===== src/design/mpc_pkg.sv =====
// Shared types and constants of the MAC pair packet counter and blocker.
`default_nettype none

package mpc_pkg;

	localparam int MAC_W             = 48;
	localparam int COUNT_W           = 16;
	localparam int TABLE_ENTRIES_DEF = 64;

	localparam logic [COUNT_W-1:0] COUNT_MAX       = '1;
	localparam logic [COUNT_W-1:0] COUNT_ONE       = COUNT_W'(1);
	localparam logic [COUNT_W-1:0] THRESHOLD_RESET = COUNT_W'(100);

	typedef enum logic [1:0] {
		OP_PACKET       = 2'd0,
		OP_QUERY        = 2'd1,
		OP_RESET_COUNTS = 2'd2,
		OP_CLEAR_TABLE  = 2'd3
	} op_t;

	// Broadcast from the controller to every cell.
	typedef struct packed {
		logic               sample;
		logic               commit;
		op_t                op;
		logic               hit_any;
		logic [MAC_W-1:0]   src;
		logic [MAC_W-1:0]   dst;
		logic [COUNT_W-1:0] threshold;
	} cell_ctl_t;

	// Report of one cell; blocked and count are zero unless the cell matched.
	typedef struct packed {
		logic               is_match;
		logic               is_free;
		logic               blocked;
		logic [COUNT_W-1:0] count;
	} cell_rpt_t;

endpackage

`default_nettype wire


===== src/design/mpc_cell.sv =====
// One table entry: stored pair, count and blocked mark with its own compare and update.
`default_nettype none

module mpc_cell
	import mpc_pkg::*;
(
	input  wire logic      clk,
	input  wire logic      arst_n,
	input  wire cell_ctl_t ctl,
	input  wire logic      prev_valid,
	output logic           valid,
	output cell_rpt_t      rpt
);

	logic               valid_q;
	logic [MAC_W-1:0]   src_q;
	logic [MAC_W-1:0]   dst_q;
	logic [COUNT_W-1:0] count_q;
	logic               blocked_q;
	logic               match_s1;
	logic               free_s1;
	logic [COUNT_W-1:0] cnt_inc;
	logic               do_bump;
	logic               do_alloc;

	assign cnt_inc  = (count_q == COUNT_MAX) ? count_q : count_q + COUNT_ONE;
	assign do_bump  = ctl.commit && (ctl.op == OP_PACKET) && match_s1 && !blocked_q;
	// Only the first empty cell may take a new pair, and only if nobody matched.
	assign do_alloc = ctl.commit && (ctl.op == OP_PACKET) && free_s1 && !ctl.hit_any;

	always_ff @(posedge clk or negedge arst_n) begin
		if (!arst_n) begin
			valid_q  <= 1'b0;
			match_s1 <= 1'b0;
			free_s1  <= 1'b0;
		end else begin
			if (ctl.sample) begin
				match_s1 <= valid_q && (src_q == ctl.src) && (dst_q == ctl.dst);
				free_s1  <= !valid_q && prev_valid;
			end
			if (do_alloc) begin
				valid_q <= 1'b1;
			end else if (ctl.commit && (ctl.op == OP_CLEAR_TABLE)) begin
				valid_q <= 1'b0;
			end
		end
	end

	always_ff @(posedge clk) begin
		if (do_alloc) begin
			src_q     <= ctl.src;
			dst_q     <= ctl.dst;
			count_q   <= COUNT_ONE;
			blocked_q <= 1'b0;
		end else if (do_bump) begin
			count_q <= cnt_inc;
			if (cnt_inc == ctl.threshold) begin
				blocked_q <= 1'b1;
			end
		end else if (ctl.commit && (ctl.op == OP_RESET_COUNTS) && valid_q) begin
			count_q <= '0;
		end
	end

	assign valid        = valid_q;
	assign rpt.is_match = match_s1;
	assign rpt.is_free  = free_s1;
	assign rpt.blocked  = match_s1 && blocked_q;
	assign rpt.count    = match_s1 ? count_q : '0;

endmodule

`default_nettype wire


===== config.mk =====
export PLATFORM = sky130hd
export DESIGN_NAME = mpc_cell
export DESIGN_NICKNAME = d
export VERILOG_FILES = /design/src/design/mpc_pkg.sv /design/src/design/mpc_cell.sv
export SDC_FILE = /design/constraint.sdc
export NUM_CORES = 1
export LEC_CHECK = 0
export BUFFER_PORTS_ARGS = -buffer_cell sky130_fd_sc_hd__buf_4
export CORE_MARGIN = 3
export CORE_UTILIZATION = 54
export DETAILED_ROUTE_END_ITERATION = 7
export HOLD_SLACK_MARGIN = 0.02
export PLACE_DENSITY_LB_ADDON = 0.25
export SYNTH_ARGS = -nofsm -noshare
export SYNTH_HDL_FRONTEND = slang
export SYNTH_SLANG_ARGS = --single-unit

===== constraint.sdc =====
create_clock -name clk -period 5.7 [get_ports clk]
set_clock_uncertainty 0.1 [all_clocks]
set_input_delay 0.855 -clock clk [delete_from_list [all_inputs] [get_ports clk]]
set_output_delay 0.855 -clock clk [all_outputs]
set_load 0.005 [all_outputs]

---- Word-level counts from Yosys, hierarchy flattened ----
Cells that the tools add are included.
storage, ports and cells
  bits in registers ....................... 116
  output and inout bits ................... 20
  bits of input ports ..................... 120
  word-level logic and storage cells ...... 39
cells by class
  reduce and logical (&&, ||, !) cells .... 19
  muxes and demuxes ....................... 6
  eq/ne operators ......................... 6
  add/subtract/negate cells ............... 1
operators with widths
  kind                   count
  $eq 48x48->1           2
  $mux 16                4
  $add 16x1->16 const B  1
  $eq 16x16->1           1
  $eq 16x16->1 const B   1
  $logic_and 1x1->1      12
  $eq 2x2->1 const B     2
  $reduce_bool 2->1      2
  $logic_not 1->1        3
  $logic_not 2->1        1
  $mux 1                 2
  $reduce_and 2->1       1

---- Logic depth before layout (Yosys ltp) ----
  depth after elaboration ................. 5
  depth in mapped cells ................... 9
  depth with buffers taken out ............ 8

---- Worst setup path after synthesis ----
Ideal clock, no wire load.
  path type ............................... input to register
  from .................................... in ctl[114] (netlist bit)
  to ...................................... reg dst_q[0], enable pin
  setup slack ............................. 0.425 ns
  cell stages on the path ................. 4
  required time ........................... 5.102 ns
  library setup time ...................... 0.498 ns
  path buffers ............................ 2
  arrival time ............................ 4.677 ns
  cell sequence ........................... or3b_1 > nor3_1 > clkbuf_1 > clkbuf_1
on the way
  longest elaborated chain between the ends .. 4
RTL lines
  what                            RTL line        RTL
  start, declared                 mpc_cell.sv:9   input wire cell_ctl_t ctl,
  $logic_not 2->1                 mpc_cell.sv:29  assign do_alloc = ctl.commit && (ctl.op == OP_PACKET) && free_s1 && !ctl.hit_any;
  $logic_and 1x1->1 (3 in a row)  mpc_cell.sv:29
  via do_alloc                    mpc_cell.sv:24  logic do_alloc;
  end signal, assigned            mpc_cell.sv:52  dst_q <= ctl.dst;
  end, declared                   mpc_cell.sv:17  logic [MAC_W-1:0] dst_q;
The timed path passes the listed nets, and every way through them passes these cells.
A chain may end at the register's enable or synchronous reset.

---- Worst setup path after layout ----
  from .................................... reg count_q[0]
  to ...................................... reg blocked_q
on the way
  longest elaborated chain between the ends .. 4
  elaborated cells on any way between the ends .. 5
  classes of those cells .................. add/sub: 1; eq/ne: 2; mux: 1; reduce/logical: 1
RTL lines
  what                                           RTL line        RTL
  start, declared                                mpc_cell.sv:18  logic [COUNT_W-1:0] count_q;
  start signal, assigned                         mpc_cell.sv:56  count_q <= cnt_inc;
  $add 16x1->16 or $eq 16x16->1 (tied branches)  mpc_cell.sv:26  assign cnt_inc = (count_q == COUNT_MAX) ? count_q : count_q + COUNT_ONE;
  $mux 16 (*)                                    mpc_cell.sv:26
  $eq 16x16->1 (*)                               mpc_cell.sv:57  if (cnt_inc == ctl.threshold) begin
  $reduce_and 2->1 (no line) (*)                 n/a
  end signal, assigned                           mpc_cell.sv:54  blocked_q <= 1'b0;
  end signal, assigned                           mpc_cell.sv:58  blocked_q <= 1'b1;
  end, declared                                  mpc_cell.sv:19  logic blocked_q;
Mark *: on every way between the ends. The rest lies on a longest branch, timed or not.

==> run metrics <==
die height=109 µm; Mapped Area=5740 µm²; initial antenna violation count=0; CP max FO=11; Root Driver=clkbuf_8; slowest CP cell=or4_1; vias in the first global route=4372; row cnt=37; Die ar.=11900 µm²; latest clock arrival within the worst-skew pair=0.50 ns; Synth area leader=edfxtp_1; io pins=140; vias=4401; pin count of the biggest net entering global routing=68; VDD IR max=209 µV; gpl congestion=0.965; sequential power share=43.1%; total gr overflow=0; internal power=1.77 mW; status=finished clean; global-route usage over all layers=23.9%; CTS tree=built; final setup margin=2.69 ns; drt first pass iters=5; Core Region=10300 µm²; Worst-Margin Slew=0.817 ns; leak pwr=2.89 nW; synthesis-stage register bit count=116; Finished Cell Area=7520 µm²; first-pass GRT wire length=21500 µm; Comb power frac=7.9%; post-synthesis sequential area ratio=57.5%; Post-synth EDFFs=96; slew margin rel.=45.6%; syn nets=608; Worst EP arrival=3.34 ns; Post-Route WL=13600 µm; final hold vios=0; DRT iter0 DRCs=285; Antenna Nets Post-Route=0; Max Slew Vio Count=0; Initial Util=55.6%; final critical-path share of the clock period=52.9%; drt drc=0; commonest non-fill, non-tap cell in the layout=buf_4; setup TNS=0 ns; Layout Nets=753; largest cells by area after synthesis=edfxtp_1 (50%), xnor2_1 (9.3%), dfxtp_1 (5.9%), xor2_1 (3.2%), inv_1 (2.6%); Filler Cell Count=720; Cells after Synth=487; Final setup viols=0; Final HPWL DP=9900 µm; commonest non-fill, non-tap cells in the layout=buf_4 (142), edfxtp_1 (96), xnor2_1 (61); Required @ worst endpoint=6.02 ns; area share of the largest cell type after synthesis=50.2%; max incr delay on CP=0.54 ns; layout cells sized above 1=28.2%; worst hold-check path type=in -> reg; Sw Share=20.1%; unrepaired setup endpoints after global routing=no; fin crit period=3.01 ns; Crit Path Class=reg -> reg; Die Wd=109 µm; H-tree Lvls=4; library cells used by synthesis=56; DR WL/cell=17.4 µm; Avg Cell Area, Syn=11.8 µm²; leading register cell type out of synthesis=edfxtp_1; P per Cell Area=294 nW/µm²; post-cts repair resize count=0; clock power share=49.1%; CP Launch Type=flip-flop; TritonCTS Buffers=17; Port-buffer cells=139; Max Cap Viol=0; Max Clk Rate=332 MHz; clk sinks=116; Antenna Diode Count=0; Critical Path, Cell by Cell=ha_1 -> and3_1 -> nand4_1 -> nand2_1 -> xnor2_1 -> o2111ai_1 -> or4_1 -> o22ai_2; sw power=0.445 mW; placed cell area=6910 µm²; clk slew on worst S/H paths=0.05 ns; Post-synth ARST share=2.59%; Setup crit end kind=flip-flop; clk buf depth=2; worst slack at placement=2.23 ns; Via-to-Cell Ratio=5.64; Ys Warns=0; Synth-to-Final Area Change=31.1%
## registers in the layout, summed over array words and instances (netlist names)
register / count
dst_q: 48
src_q: 48
count_q: 16
blocked_q: 1
free_s1: 1
match_s1: 1
valid: 1
## worst max-delay path, delay by kind of cell (launching register included)
kind,cells,cell delay (ns)
compound gates,2,0.28
xor+xnor,1,0.18
fa+ha+maj,1,0.38
flops,1,0.48
simple gates,4,1.51
## metal layers
| layer | vias to the layer above | share of wire [%] | GRT usage (%) |
|---|---|---|---|
| met3 | 22 | 7.6 | 5.45 |
| met2 | 192 | 49 | 38.2 |
| met5 | - | 0 | 0 |
| met4 | 0 | 1.7 | 9.74 |
| li1 | 2093 | - | - |
| met1 | 2094 | 42 | 31.5 |
## cells by family after synthesis
| logic type | after synthesis | share of synthesized area, % |
|---|---|---|
| DFF | 116 | 57.5 |
| xor gates and xnor gates | 82 | 12.5 |
| AOI/OAI and AO/OA | 85 | 10.3 |
| muxes | 4 | 0.697 |
| buffers and inverters | 56 | 3.88 |
| and+or+nand+nor | 143 | 15.0 |
| adders and majority gates | 1 | 0.218 |
## cells in the mapped netlist, types with 7 or more instances
cell type / n
a21oi_1: 21
and3_1: 7
inv_1: 39
nand4_1: 20
nand2b_1: 7
nand2_1: 17
nor2_1: 20
clkbuf_1: 11
nor3_1: 11
nor4_1: 13
xnor2_1: 61
a22o_1: 7
nand3_1: 11
o21ai_0: 10
and2_1: 16
dfxtp_1: 17
o22ai_1: 12
edfxtp_1: 96
xor2_1: 21
## final cells by class
cell class	instances	area, µm²	area share (%)
Multi-Input combinational cell	315	2220	29.6
Clock inverter	9	151	2.01
Clock buffer	23	457	6.07
Tap cell	136	170	2.26
Inverter	39	146	1.95
Timing Repair Buffer	143	1080	14.3
Sequential cell	116	3300	43.8
## power by group through the flow
stage / sequential [mW] / clock [mW] / combinational [mW]
floorplan: 0.964 / 0 / 0.0732
global placement: 0.967 / 0 / 0.166
detailed placement: 0.968 / 0 / 0.171
CTS: 0.951 / 1.10 / 0.174
global route: 0.954 / 1.14 / 0.190
finish: 0.951 / 1.08 / 0.174
## per-stage QoR
stage	utilization, %	power, mW	instances	hold WS [ns]
finish	72.9	2.21	781	0.442
global route	72.9	2.28	781	0.416
global placement	66.9	1.13	748	0.451
CTS	72.9	2.23	781	0.416
detailed placement	66.9	1.14	748	0.481
floorplan	-	1.04	487	0.420
## timing repair
item,4_1_cts,5_1_grt
hold buffers,1,0
buffers inserted,0,0
setup endpoints to repair,0,0
endpoints found under the hold margin,3,0
## worst paths after layout
| check | endpoint | cells past startpoint | from | slack (ns) |
|---|---|---|---|---|
| worst max-delay path | blocked_q | 8 | count_q[0] | 2.69 |
| worst min-delay path | src_q[3] | 1 | ctl[67] | 0.44 |
| worst max register to register | blocked_q | 8 | count_q[0] | 2.69 |
| worst min register to register | valid | 1 | valid | 0.48 |
| max in group asynchronous | match_s1 | 2 | arst_n | 4.83 |
| min in group asynchronous | free_s1 | 2 | arst_n | 0.58 |
(Power assumes the default switching activity.)
